==> src/sv/tvcl_pkg.sv <==
`timescale 1ns / 1ps
// ----------------------------------------------------------------------------
// tvcl_pkg: shared types and constants of the line-numbering text filter
// Item and result structs, register indexes, job record and character codes.
// ----------------------------------------------------------------------------
package tvcl_pkg;

  localparam int NUMBER_DIGITS_DEF = 6;
  localparam int QUEUE_DEPTH_DEF   = 2;
  localparam int CFG_ADDR_W        = 3;
  localparam int CFG_DATA_W        = 1;

  localparam logic [7:0] CH_NL     = 8'd10;
  localparam logic [7:0] CH_TAB    = 8'd9;
  localparam logic [7:0] CH_DEL    = 8'd127;
  localparam logic [7:0] CH_SPACE  = 8'h20;
  localparam logic [7:0] CH_DOLLAR = 8'h24;
  localparam logic [7:0] CH_CARET  = 8'h5E;
  localparam logic [7:0] CH_I      = 8'h49;
  localparam logic [7:0] CH_M      = 8'h4D;
  localparam logic [7:0] CH_DASH   = 8'h2D;
  localparam logic [7:0] CH_QMARK  = 8'h3F;
  localparam logic [7:0] CTRL_OFS  = 8'd64;
  localparam logic [3:0] DIGIT_HI  = 4'h3;   // '0'..'9' are 0x30..0x39
  localparam logic [3:0] BCD_NINE  = 4'd9;

  typedef enum logic [CFG_ADDR_W-1:0] {
    CFG_NUMBER_ALL      = 3'd0,
    CFG_NUMBER_NONBLANK = 3'd1,
    CFG_SQUEEZE_BLANK   = 3'd2,
    CFG_SHOW_LINE_ENDS  = 3'd3,
    CFG_SHOW_TABS       = 3'd4,
    CFG_SHOW_NONPRINT   = 3'd5
  } cfg_reg_e;

  typedef struct packed {
    logic number_all_lines;
    logic number_nonblank_lines;
    logic squeeze_blank;
    logic show_line_ends;
    logic show_tabs;
    logic show_nonprinting;
  } cfg_t;

  typedef struct packed {
    logic [7:0] char_in;
    logic       file_start;
  } in_item_t;

  typedef struct packed {
    logic [7:0] char_out;
    logic       last_of_run;
  } out_item_t;

  // One classified request: optional number prefix, then 1..4 rendered bytes.
  typedef struct packed {
    logic            numbered;
    logic [1:0]      len_m1;
    logic [3:0][7:0] bytes;
  } job_t;

endpackage

==> src/sv/tvcl_front.sv <==
`timescale 1ns / 1ps
// ----------------------------------------------------------------------------
// tvcl_front: accepts raw bytes and classifies them into jobs
// Keeps the line state and a BCD line counter, squeezes blank lines and
// builds the rendered byte sequence for the back end.
// ----------------------------------------------------------------------------
module tvcl_front import tvcl_pkg::*; #(
  parameter int NUMBER_DIGITS = NUMBER_DIGITS_DEF
) (
  input  logic                            clk,
  input  logic                            rst,
  input  cfg_t                            cfg,
  input  in_item_t                        item,
  input  logic                            accept,
  output logic                            job_push,
  output job_t                            job,
  output logic [NUMBER_DIGITS-1:0][3:0]   job_bcd
);

  logic                          at_line_start, at_line_start_next;
  logic                          blank_seen, blank_seen_next;
  logic [NUMBER_DIGITS-1:0][3:0] line_counter, line_counter_next;

  logic                          start_eff, blank_eff;
  logic [NUMBER_DIGITS-1:0][3:0] cnt_eff, cnt_inc;
  logic                          is_nl, is_tab, drop, numbered, all_nines, carry;
  logic [6:0]                    low7;
  logic                          is_ctl;
  logic [7:0]                    ctl_char;

  // file_start resets the line state ahead of the byte
  always_comb begin
    start_eff = item.file_start | at_line_start;
    blank_eff = ~item.file_start & blank_seen;
    cnt_eff   = item.file_start ? '0 : line_counter;
    is_nl     = (item.char_in == CH_NL);
    is_tab    = (item.char_in == CH_TAB);
  end

  // saturating BCD increment
  always_comb begin
    all_nines = 1'b1;
    carry     = 1'b1;
    cnt_inc   = cnt_eff;
    for (int k = 0; k < NUMBER_DIGITS; k++) begin
      all_nines = all_nines & (cnt_eff[k] == BCD_NINE);
    end
    for (int k = 0; k < NUMBER_DIGITS; k++) begin
      if (carry) begin
        if (cnt_eff[k] == BCD_NINE) begin
          cnt_inc[k] = 4'd0;
        end else begin
          cnt_inc[k] = cnt_eff[k] + 4'd1;
          carry      = 1'b0;
        end
      end
    end
    if (all_nines) begin
      cnt_inc = cnt_eff;
    end
  end

  always_comb begin
    drop            = start_eff & cfg.squeeze_blank & is_nl & blank_eff;
    blank_seen_next = blank_eff;
    if (start_eff && cfg.squeeze_blank) begin
      blank_seen_next = is_nl;
    end
    if (is_nl) begin
      numbered = start_eff & cfg.number_all_lines & ~cfg.number_nonblank_lines;
    end else begin
      numbered = start_eff & (cfg.number_all_lines | cfg.number_nonblank_lines);
    end
    numbered           = numbered & ~drop;
    line_counter_next  = numbered ? cnt_inc : cnt_eff;
    at_line_start_next = drop ? 1'b1 : is_nl;
  end

  // rendering of the byte itself
  always_comb begin
    low7     = item.char_in[6:0];
    is_ctl   = (low7 < 7'd32) || (low7 == CH_DEL[6:0]);
    ctl_char = (low7 == CH_DEL[6:0]) ? CH_QMARK : ({1'b0, low7} + CTRL_OFS);
    job.bytes  = '0;
    job.len_m1 = 2'd0;
    priority if (is_nl) begin
      if (cfg.show_line_ends) begin
        job.bytes[0] = CH_DOLLAR;
        job.bytes[1] = CH_NL;
        job.len_m1   = 2'd1;
      end else begin
        job.bytes[0] = CH_NL;
      end
    end else if (is_tab) begin
      if (cfg.show_tabs) begin
        job.bytes[0] = CH_CARET;
        job.bytes[1] = CH_I;
        job.len_m1   = 2'd1;
      end else begin
        job.bytes[0] = CH_TAB;
      end
    end else if (cfg.show_nonprinting) begin
      unique case ({item.char_in[7], is_ctl})
        2'b11: begin
          job.bytes  = {ctl_char, CH_CARET, CH_DASH, CH_M};
          job.len_m1 = 2'd3;
        end
        2'b10: begin
          job.bytes[0] = CH_M;
          job.bytes[1] = CH_DASH;
          job.bytes[2] = {1'b0, low7};
          job.len_m1   = 2'd2;
        end
        2'b01: begin
          job.bytes[0] = CH_CARET;
          job.bytes[1] = ctl_char;
          job.len_m1   = 2'd1;
        end
        default: begin
          job.bytes[0] = item.char_in;
        end
      endcase
    end else begin
      job.bytes[0] = item.char_in;
    end
    job.numbered = numbered;
  end

  assign job_bcd  = line_counter_next;
  assign job_push = accept & ~drop;

  always_ff @(posedge clk) begin
    if (rst) begin
      at_line_start <= 1'b1;
      blank_seen    <= 1'b0;
      line_counter  <= '0;
    end else if (accept) begin
      at_line_start <= at_line_start_next;
      blank_seen    <= blank_seen_next;
      line_counter  <= line_counter_next;
    end
  end

endmodule

==> src/sv/tvcl_queue.sv <==
`timescale 1ns / 1ps
// ----------------------------------------------------------------------------
// tvcl_queue: short job queue between front and back
// Register-based FIFO; full and empty come straight from the fill count.
// ----------------------------------------------------------------------------
module tvcl_queue import tvcl_pkg::*; #(
  parameter int WIDTH = 8,
  parameter int DEPTH = QUEUE_DEPTH_DEF
) (
  input  logic             clk,
  input  logic             rst,
  input  logic             wr,
  input  logic [WIDTH-1:0] wdata,
  output logic             full,
  input  logic             rd,
  output logic [WIDTH-1:0] rdata,
  output logic             empty
);

  localparam int AW = $clog2(DEPTH);

  logic [DEPTH-1:0][WIDTH-1:0] mem;
  logic [AW-1:0]               wptr, rptr;
  logic [AW:0]                 count;
  logic                        do_wr, do_rd;

  assign full  = (count == (AW+1)'(DEPTH));
  assign empty = (count == '0);
  assign do_wr = wr & ~full;
  assign do_rd = rd & ~empty;
  assign rdata = mem[rptr];

  always_ff @(posedge clk) begin
    if (do_wr) begin
      mem[wptr] <= wdata;
    end
  end

  always_ff @(posedge clk) begin
    if (rst) begin
      wptr  <= '0;
      rptr  <= '0;
      count <= '0;
    end else begin
      if (do_wr) begin
        wptr <= (wptr == AW'(DEPTH-1)) ? '0 : wptr + AW'(1);
      end
      if (do_rd) begin
        rptr <= (rptr == AW'(DEPTH-1)) ? '0 : rptr + AW'(1);
      end
      count <= count + (AW+1)'(do_wr) - (AW+1)'(do_rd);
    end
  end

endmodule

==> src/sv/tvcl_back.sv <==
`timescale 1ns / 1ps
// ----------------------------------------------------------------------------
// tvcl_back: expands jobs into output bytes
// Walks the number prefix (digits, tab) and the rendered bytes one per cycle
// into an output register, as long as that register is free or being popped.
// ----------------------------------------------------------------------------
module tvcl_back import tvcl_pkg::*; #(
  parameter int NUMBER_DIGITS = NUMBER_DIGITS_DEF
) (
  input  logic                          clk,
  input  logic                          rst,
  input  logic                          job_valid,
  input  job_t                          job,
  input  logic [NUMBER_DIGITS-1:0][3:0] job_bcd,
  output logic                          job_pop,
  output out_item_t                     result,
  output logic                          empty,
  input  logic                          pop
);

  localparam int PW = $clog2(NUMBER_DIGITS + 5);

  logic [PW-1:0]          pos;
  logic                   out_valid, emit, in_digits, at_tab, last;
  logic [PW-1:0]          rel_full;
  logic [1:0]             rel;
  logic [NUMBER_DIGITS:0] nz;
  logic [7:0]             digit_char, cur_byte;

  // leading zeros print as spaces, the units digit always prints
  always_comb begin
    nz[NUMBER_DIGITS] = 1'b0;
    for (int k = NUMBER_DIGITS - 1; k >= 0; k--) begin
      nz[k] = nz[k+1] | (job_bcd[k] != 4'd0);
    end
    digit_char = CH_SPACE;
    for (int k = 0; k < NUMBER_DIGITS; k++) begin
      if (pos == PW'(NUMBER_DIGITS - 1 - k)) begin
        digit_char = (k != 0 && !nz[k]) ? CH_SPACE : {DIGIT_HI, job_bcd[k]};
      end
    end
  end

  always_comb begin
    in_digits = job.numbered & (pos < PW'(NUMBER_DIGITS));
    at_tab    = job.numbered & (pos == PW'(NUMBER_DIGITS));
    rel_full  = job.numbered ? pos - PW'(NUMBER_DIGITS + 1) : pos;
    rel       = rel_full[1:0];
    last      = ~in_digits & ~at_tab & (rel == job.len_m1);
    priority if (in_digits) begin
      cur_byte = digit_char;
    end else if (at_tab) begin
      cur_byte = CH_TAB;
    end else begin
      cur_byte = job.bytes[rel];
    end
  end

  assign emit    = job_valid & (~out_valid | pop);
  assign job_pop = emit & last;
  assign empty   = ~out_valid;

  always_ff @(posedge clk) begin
    if (emit) begin
      result.char_out    <= cur_byte;
      result.last_of_run <= last;
    end
  end

  always_ff @(posedge clk) begin
    if (rst) begin
      out_valid <= 1'b0;
      pos       <= '0;
    end else begin
      if (emit) begin
        out_valid <= 1'b1;
        pos       <= last ? '0 : pos + PW'(1);
      end else if (pop) begin
        out_valid <= 1'b0;
      end
    end
  end

endmodule

==> src/sv/text_visible_char_line_number_filter.sv <==
`timescale 1ns / 1ps
// ----------------------------------------------------------------------------
// text_visible_char_line_number_filter: line-numbering visible-char filter
// Squeezes blank lines, prefixes line numbers, marks line ends with $ and renders
// tabs and controls in caret notation, high bytes with an M- prefix.
// ----------------------------------------------------------------------------
//
//  channel   | handshake          | payload
//  ----------+--------------------+-------------------------------------
//  input     | push / full        | item   : char_in[7:0], file_start
//  result    | empty / pop        | result : char_out[7:0], last_of_run
//  config    | cfg_we             | cfg_addr[2:0], cfg_wdata[0]
//
//  Each request yields 1 to NUMBER_DIGITS+5 result bytes, one per cycle while pop
//  keeps the result register free, paced by the back end's byte sequencer;
//  squeezed blank lines yield none. A request's first byte passes the job queue and the result register.
//  Synchronous reset clears config, line state, counter, queue and output valid.
//  full rises when the job queue holds QUEUE_DEPTH jobs (two by default); a stalled
//  pop holds the result register and, behind it, the queue.
//
module text_visible_char_line_number_filter import tvcl_pkg::*; #(
  parameter int NUMBER_DIGITS = NUMBER_DIGITS_DEF,
  parameter int QUEUE_DEPTH   = QUEUE_DEPTH_DEF
) (
  input  logic                  clk,
  input  logic                  rst,
  input  logic                  push,
  output logic                  full,
  input  in_item_t              item,
  output logic                  empty,
  input  logic                  pop,
  output out_item_t             result,
  input  logic                  cfg_we,
  input  logic [CFG_ADDR_W-1:0] cfg_addr,
  input  logic [CFG_DATA_W-1:0] cfg_wdata
);

  localparam int BCD_W = 4 * NUMBER_DIGITS;
  localparam int JOB_W = $bits(job_t) + BCD_W;

  cfg_t                          cfg;
  logic                          accept, job_push, q_empty, job_pop;
  job_t                          job_in, job_out;
  logic [NUMBER_DIGITS-1:0][3:0] bcd_in, bcd_out;
  logic [JOB_W-1:0]              q_wdata, q_rdata;

  // configuration registers, one bit each
  always_ff @(posedge clk) begin
    if (rst) begin
      cfg <= '0;
    end else if (cfg_we) begin
      case (cfg_reg_e'(cfg_addr))
        CFG_NUMBER_ALL:      cfg.number_all_lines      <= cfg_wdata[0];
        CFG_NUMBER_NONBLANK: cfg.number_nonblank_lines <= cfg_wdata[0];
        CFG_SQUEEZE_BLANK:   cfg.squeeze_blank         <= cfg_wdata[0];
        CFG_SHOW_LINE_ENDS:  cfg.show_line_ends        <= cfg_wdata[0];
        CFG_SHOW_TABS:       cfg.show_tabs             <= cfg_wdata[0];
        CFG_SHOW_NONPRINT:   cfg.show_nonprinting      <= cfg_wdata[0];
        default: ;
      endcase
    end
  end

  assign accept = push & ~full;

  // front end: line state, squeeze, numbering decision, rendering
  tvcl_front #(
    .NUMBER_DIGITS (NUMBER_DIGITS)
  ) u_front (
    .clk      (clk),
    .rst      (rst),
    .cfg      (cfg),
    .item     (item),
    .accept   (accept),
    .job_push (job_push),
    .job      (job_in),
    .job_bcd  (bcd_in)
  );

  assign q_wdata = {bcd_in, job_in};

  // jobs wait here so front and back stall on their own
  tvcl_queue #(
    .WIDTH (JOB_W),
    .DEPTH (QUEUE_DEPTH)
  ) u_queue (
    .clk   (clk),
    .rst   (rst),
    .wr    (job_push),
    .wdata (q_wdata),
    .full  (full),
    .rd    (job_pop),
    .rdata (q_rdata),
    .empty (q_empty)
  );

  assign job_out = q_rdata[$bits(job_t)-1:0];
  assign bcd_out = q_rdata[JOB_W-1:$bits(job_t)];

  // back end: byte sequencer and output register
  tvcl_back #(
    .NUMBER_DIGITS (NUMBER_DIGITS)
  ) u_back (
    .clk       (clk),
    .rst       (rst),
    .job_valid (~q_empty),
    .job       (job_out),
    .job_bcd   (bcd_out),
    .job_pop   (job_pop),
    .result    (result),
    .empty     (empty),
    .pop       (pop)
  );

endmodule

==> config.mk <==
export PLATFORM = sky130hd
export DESIGN_NAME = text_visible_char_line_number_filter
export DESIGN_NICKNAME = d
export VERILOG_FILES = /design/src/sv/tvcl_pkg.sv /design/src/sv/tvcl_front.sv /design/src/sv/tvcl_queue.sv /design/src/sv/tvcl_back.sv /design/src/sv/text_visible_char_line_number_filter.sv
export SDC_FILE = /design/constraint.sdc
export NUM_CORES = 1
export LEC_CHECK = 0
export BUFFER_PORTS_ARGS = -buffer_cell sky130_fd_sc_hd__buf_2
export CORE_MARGIN = 5
export CORE_UTILIZATION = 60
export CTS_CLUSTER_SIZE = 40
export DETAILED_ROUTE_END_ITERATION = 8
export HOLD_SLACK_MARGIN = 0.06
export PLACE_DENSITY = 0.86
export SETUP_SLACK_MARGIN = 0.15
export SLEW_MARGIN = 10
export SYNTH_ARGS = -nofsm -noshare
export SYNTH_HDL_FRONTEND = slang
export SYNTH_SLANG_ARGS = --single-unit
==> constraint.sdc <==
create_clock -name clk -period 12.4 [get_ports clk]
set_input_delay 1.24 -clock clk [delete_from_list [all_inputs] [get_ports clk]]
set_output_delay 1.24 -clock clk [all_outputs]
set_load 0.005 [all_outputs]
# After elaboration in Yosys (flattened, before gate mapping)
# Index checks and enable logic that the tools add are counted.
[word_totals] wordCells=196 register_bits=168
[op_classes] n_mux=72 add_sub_neg=13 bitwise=38 magnitude_cmp=6 n_eq_ne=25 n_reduce_logical=19
[op_table] operator="$mux 59" count=3
[op_table] operator="$bwmux 118" count=1
[op_table] operator="$mux 8" count=11
[op_table] operator="$mux 24" count=3
[op_table] operator="$mux 16" count=4
[op_table] operator="$demux 59 s1" count=1
[op_table] operator="$mux 4" count=13
[op_table] operator="$pmux 8 s2" count=2
[op_table] operator="$mux 5" count=6
[op_table] operator="$add 4x1->4 const B" count=7
[op_table] operator="$mux 26" count=1
[op_table] operator="$eq 4x4->1 const B" count=6
[op_table] operator="$and 1x1->1" count=23
[op_table] operator="$reduce_bool 4->1" count=5
[op_table] operator="$mux 1" count=18
[op_table] operator="$bmux 8 s2" count=1
[op_table] operator="$eq 8x4->1 const B" count=2
[op_table] operator="$mux 7" count=2
[op_table] operator="$pmux 7 s2" count=1
[op_table] operator="$eq 4x3->1 const B" count=3
[op_table] operator="$reduce_and 2->1" count=6
[op_table] operator="$add 7x7->8 const B" count=1
[op_table] operator="$eq 4x2->1 const B" count=2
[op_table] operator="$not 1->1" count=8
[op_table] operator="other kinds (28)" count=43

# Logic depth before layout (Yosys ltp)
[logic_depth] depth_word=14 mapped_depth=12

# Hierarchy
# From an unflattened synthesis, not the netlist that was laid out.
[unflattened] cells_unflattened=767 hier_area_um2=8698.3
[by_module_without_submodules] module="tvcl_queue" area_each_um2=4453.0 seq_area_each_um2=3623.5 n_inst=1 cells_each=209
[by_module_without_submodules] module="tvcl_front" area_each_um2=2501.1 seq_area_each_um2=520.5 n_inst=1 cells_each=375
[by_module_without_submodules] module="tvcl_back" area_each_um2=1440.1 seq_area_each_um2=370.4 n_inst=1 cells_each=156
[by_module_without_submodules] module="text_visible_char_line_number_filter" area_each_um2=304.0 seq_area_each_um2=120.1 n_inst=1 cells_each=27

# Worst setup path before layout
# OpenSTA, ideal clock, no wires.
[synth_path] path_type="input -> register" from="input item[6] in the netlist's numbering" to="register u_queue.mem[0] in the netlist's numbering, enable pin" arrival_time_ps=4638 path_buffers=1 stages=6 required_ps=11919 path_slack_ps=7281 setup_time_ps=481 path_cell_list="clkbuf_1 nor4_1 nand2_1 nor3_1 a21oi_1 nor2b_1"
[synth_between] elab_chain_cells=6
[synth_rtl] element="from (decl)" line="text_visible_char_line_number_filter.sv:29" rtl="input in_item_t item,"
[synth_rtl] element="$eq 8x4->1" line="tvcl_front.sv:36" rtl="is_nl = (item.char_in == CH_NL);"
[synth_rtl] element="$and 1x1->1 (2 in series)" line="tvcl_front.sv:64" rtl="drop = start_eff & cfg.squeeze_blank & is_nl & blank_eff;"
[synth_rtl] element="$not 1->1" line="tvcl_front.sv:130" rtl="assign job_push = accept & ~drop;"
[synth_rtl] element="$and 1x1->1" line="tvcl_front.sv:130"
[synth_rtl] element="$and 1x1->1" line="tvcl_queue.sv:29" rtl="assign do_wr = wr & ~full;"
[synth_rtl] element="net u_queue.do_wr" line="tvcl_queue.sv:25" rtl="logic do_wr, do_rd;"
[synth_rtl] element="to (signal, indexed assignment)" line="tvcl_queue.sv:35" rtl="mem[wptr] <= wdata;"
[synth_rtl] element="to (decl)" line="tvcl_queue.sv:22" rtl="logic [DEPTH-1:0][WIDTH-1:0] mem;"
# The timed path passes the listed nets, and every way through them passes these cells.
# A chain may end at the register's enable or synchronous reset.

# Worst setup path in the final report
[layout_path] from="register u_queue.mem[93] in the netlist's numbering" to="register u_queue.count[1]"
[layout_between] elab_chain_cells=9 word_cells_on_any_way=13 classes_between="add/sub: 1; eq/ne: 1; mux: 3; bitwise: 8"
[layout_rtl] element="$mux 59 (not written as such) (*) (2 in series)" line="tvcl_queue.sv:31" rtl="assign rdata = mem[rptr];"
[layout_rtl] element="$and 1x1->1, on equally long branches" line="tvcl_back.sv:45, tvcl_back.sv:46"
[layout_rtl] element="$not 1->1" line="tvcl_back.sv:49" rtl="last = ~in_digits & ~at_tab & (rel == job.len_m1);"
[layout_rtl] element="$and 1x1->1" line="tvcl_back.sv:49"
[layout_rtl] element="$and 1x1->1 (*)" line="tvcl_back.sv:49"
[layout_rtl] element="$and 1x1->1 (*)" line="tvcl_back.sv:60" rtl="assign job_pop = emit & last;"
[layout_rtl] element="$and 1x1->1 (*)" line="tvcl_queue.sv:30" rtl="assign do_rd = rd & ~empty;"
[layout_rtl] element="net u_queue.do_rd" line="tvcl_queue.sv:25"
[layout_rtl] element="$sub 2x1->2 (*)" line="tvcl_queue.sv:51" rtl="count <= count + (AW+1)'(do_wr) - (AW+1)'(do_rd);"
[layout_rtl] element="to (signal assigned)" line="tvcl_queue.sv:51"
[layout_rtl] element="to (decl)" line="tvcl_queue.sv:24" rtl="logic [AW:0] count;"
# Mark *: on every way through the listed nets, which the timed path passes. The rest lies on a longest branch. The select of a mux whose other input is x is not followed.

==> results list <==
* Status: finished clean
- Measured along the y axis, the die boundary spans 127.1 µm.
- The path class of the tightest hold or removal check is reg2reg.
- Most common library cell in the layout ignoring fill and taps: sky130_fd_sc_hd__edfxtp_1
- Maximum number of pins on one net before global-route repair: 59
- The signal on the critical path passes through mux2i_1, mux2i_1, xnor2_1, nand3_1, nor2_1, ha_1, inv_1, ha_1, xor2_1, xnor2_1, nor2_1.
* Inserted Clock Buffers: 17
- For this run, the number of Yosys warnings is 0.
- Origin of the worst min-delay path: u_front.blank_seen
* Required time at the endpoint of the critical path: 12,700 ps
* Fraction of the yosys area taken by sequential cells: 55.64%
- Gates resized during post-CTS repair numbered 0.
- In this run the tightest slew margin relative to its limit is 22.95%.
- Synth cell types: 77
- After clock tree synthesis, the setup repair step added 0 buffers.
- Of all nets on the critical path, the largest fanout is 7.
- Number of cell instances on the worst register-to-register path: 11
- In the global route stage, overall resource usage came out at 24.16%.
- For this design, the slowest cell found on the critical path is sky130_fd_sc_hd__mux2i_1.
- Setup crit start: u_queue.mem[93]
- Startpoint-to-endpoint class of the critical path: reg2reg
* Via count of the first global-routing pass: 5,892
* Area added between synthesis and finish: 10.17%
- Count of final setup violators: 0
- The number of antenna diodes in the final layout is 0.
* Reg-to-reg critical path endpoint: u_queue.count[1]
- The core region is 13,350 µm².
* Number of standard-cell rows in the floorplan: 42
- The final layout contains 783 nets.
- The design draws 0.001698 W.
- The later pin in the worst-skew pair is clocked with a latency of 440 ps.
* Deepest clock path buffer count: 2
* Leading register cell type out of synthesis: sky130_fd_sc_hd__edfxtp_1
* Sink Count: 166
* First-pass GRT wire length: 30.75 mm
* Commonest non-fill, non-tap cells in the layout: sky130_fd_sc_hd__edfxtp_1 (125), sky130_fd_sc_hd__nor2_1 (69), sky130_fd_sc_hd__nand2_1 (59)
- After synthesis, the largest area contributor takes up 45.66% of total cell area.
- For this configuration, the core starts out at a cell density of 61.60%.
* Critical path data arrival time: 4040 ps
- After detailed routing, the number of remaining DRC violations is 0.
* Unrepaired setup endpoints after global routing: no
- During I/O placement, the number of pins put on the boundary was 29.
- In this run, synthesis produced a sequential element count of 166.
- In this run the remaining antenna-violating nets after routing total 0.
* Number of optimization iterations in the first detailed-route pass: 6
- Mean instance size in the synthesized netlist: 11.11 µm²
- Endpoints failing hold: 0
- The final max-slew violation count is 0.
* Min-Delay Endpoint: u_front.blank_seen
* Register-to-register setup slack: 8660 ps
- Derived from the worst setup path, the maximum achievable clock frequency is 0.2674 GHz.
* Transition time of the tightest slew-check pin: 1156 ps
- Netlist area before placement: 8222 µm²
- Largest stage delay, worst path: 820 ps
- Count of buffering cells on the critical path with inverters included: 1
- Max Cap Violations: 0
- Clk root buf: sky130_fd_sc_hd__clkbuf_16
- 1st-iter DRT viols: 792
* CTS tree: done
- Static leakage: 3.114 nW
- Cell types occupying the most area after synthesis: sky130_fd_sc_hd__edfxtp_1 (46%), sky130_fd_sc_hd__dfxtp_1 (10%), sky130_fd_sc_hd__mux2i_1 (6.8%)
- After legalization and detailed placement, the total HPWL measured 12.45 mm.
- The count of buffers added on input and output ports is 28.
- STA classifies the critical path endpoint as a flop.
- Post-route clock period utilization: 30.15%
* Overall die width: 127.1 µm
- The synthesized design contains 125 enable-type register cells.
- Number of hold buffers added after cts: 0
- The floorplan step defined a die boundary enclosing 16,140 µm².
- Crit path time final: 3739 ps
* Skew final: 11.01 ps
- Origin of the critical flop-to-flop path: u_queue.mem[93]
* PwrDens: 187.5 nW/µm²
* Critical Path Source Type: flop
- Total overflow reported by the global router: 0
- Clock transition time at the flip-flop clock pins of the worst setup and hold paths: 70 ps
- Post-synth top area cell: sky130_fd_sc_hd__edfxtp_1
- Fraction of final layout cells with drive strength greater than 1: 11.66%
* Routed wire length per instance: 20.11 µm
- Worst hold path stage count: 2
- Vias: 6,315
* CTS H-tree depth: 4
- In the synthesized netlist, the number of instances is 740.
- After routing, the total negative slack on setup checks comes to 0 ps.
* Via density per instance: 6.661
- The number of antenna violations at the first check in global routing is 0.
* Worst voltage drop across the vdd grid: 0.0001185 V
* Drt total wl: 19.07 mm
- For this run, asynchronously set or reset flops after synthesis account for 0%.
- In this design, the largest share of critical-path delay is due to multiplexers.
* Final weighted congestion of routability-driven global placement: 0.9566
-- power by group --
group          leakage [nW]  total (W)  switching [W]  internal [W]
clock network         0.286   0.000531       0.000229      0.000302
registers              1.54   0.000732      0.0000354      0.000697
logic                  1.29   0.000435       0.000263      0.000172
total                  3.11    0.00170       0.000528       0.00117
-- worst reg2reg max path: cells and delay by family (launching register included) --
| family | cells | cell delay [ps] |
|---|---|---|
| mux | 2 | 1510 |
| simple gates | 3 | 670 |
| xor+xnor | 3 | 520 |
| fa+ha+maj | 2 | 440 |
| flops | 1 | 400 |
| buf+inv | 1 | 60 |
-- routing by layer --
| layer | GRT usage (%) | vias up | wire [µm] |
|---|---|---|---|
| met4 | 8.517 | 0 | 492 |
| met1 | 33.45 | 2986 | 7696 |
| met5 | 0 | - | 0 |
| met3 | 5.008 | 52 | 1758 |
| li1 | - | 2857 | - |
| met2 | 38.20 | 420 | 9118 |
-- through the flow --
step | hold slack (ps) | area, µm² | utilization, % | instances | worst slack, ps
after floorplan | 445.9 | 8233 | - | 743 | 7281
after global placement | 456.7 | 8464 | 63.41 | 916 | 8762
after detailed placement | 472.6 | 8464 | 63.41 | 916 | 8546
after CTS | 482.0 | 9057 | 67.86 | 948 | 8683
after global routing | 531.3 | 9057 | 67.86 | 948 | 8414
final | 484.6 | 9057 | 67.86 | 948 | 8661
-- synthesized netlist by cell type, types with 3 or more instances --
library cell                 n
sky130_fd_sc_hd__inv_1      18
sky130_fd_sc_hd__a31o_2      3
sky130_fd_sc_hd__a31oi_1    17
sky130_fd_sc_hd__o21ai_0    32
sky130_fd_sc_hd__o21a_1      6
sky130_fd_sc_hd__dfxtp_1    41
sky130_fd_sc_hd__nand3_1    21
sky130_fd_sc_hd__or3_1       7
sky130_fd_sc_hd__o22ai_1     8
sky130_fd_sc_hd__mux2i_1    56
sky130_fd_sc_hd__clkbuf_1   20
sky130_fd_sc_hd__mux4_2      5
sky130_fd_sc_hd__nand2b_1    9
sky130_fd_sc_hd__nand4_1     9
sky130_fd_sc_hd__or4_1       8
sky130_fd_sc_hd__a22oi_1     9
sky130_fd_sc_hd__a21oi_1    42
sky130_fd_sc_hd__buf_1       5
sky130_fd_sc_hd__nand2_1    59
sky130_fd_sc_hd__buf_2       4
sky130_fd_sc_hd__nor4_1     10
sky130_fd_sc_hd__mux2_2      4
sky130_fd_sc_hd__nor3_1     15
sky130_fd_sc_hd__xnor2_1     9
sky130_fd_sc_hd__o211ai_1    4
sky130_fd_sc_hd__edfxtp_1  125
sky130_fd_sc_hd__nor3b_1     3
sky130_fd_sc_hd__ha_1        6
sky130_fd_sc_hd__xor2_1      3
sky130_fd_sc_hd__and2_1     10
sky130_fd_sc_hd__buf_6       5
sky130_fd_sc_hd__o31ai_1    10
sky130_fd_sc_hd__nor2b_1    19
sky130_fd_sc_hd__and3_1      8
sky130_fd_sc_hd__nor2_1     69
sky130_fd_sc_hd__a211o_1     4
sky130_fd_sc_hd__a41oi_1     7
-- flip-flops by register name (all words and copies together), names as in the netlist --
name                   flops
u_back.out_valid           1
u_back.pos                 4
u_queue.rptr               1
u_queue.wptr               1
u_front.line_counter      24
u_front.blank_seen         1
u_queue.mem              116
u_queue.count              2
u_front.at_line_start      1
cfg                        6
u_back.result              9
-- kinds of logic (layout without fill, tap and decap cells) --
logic type / Yosys count / count (layout) / share of synthesized area [%]
AO/OA/AOI/OAI: 167 / 167 / 13.13
flip-flops: 166 / 166 / 55.64
AND/OR/NAND/NOR: 268 / 268 / 16.95
other: 1 / 4 / 0.04561
buffers and inverters: 54 / 83 / 3.104
XOR/XNOR: 13 / 13 / 1.476
adder cells (fa/ha/maj): 6 / 6 / 0.9131
multiplexers: 65 / 65 / 8.735
-- worst max-delay path by stage --
stage,endpoint,slack [ps],cells past startpoint
2_1_floorplan,u_queue.mem[0],7280,6
3_3_place_gp,u_front.line_counter[5],8760,7
3_5_place_dp,u_queue.mem[112],8550,7
4_1_cts,u_queue.count[1],8680,11
5_1_grt,u_queue.count[1],8410,11
6_report,u_queue.count[1],8660,11
-- area by class of cell --
type                    count  area, µm²
inverters                  18      67.56
multi-input cells         523       3423
flip-flops and latches    166       4576
repair buffers             33      177.7
fillers                   944       4290
clock buffers              18      429.2
clock inverters            14      163.9
well taps                 176      220.2
Note: power is estimated with default switching activity, not from simulation.
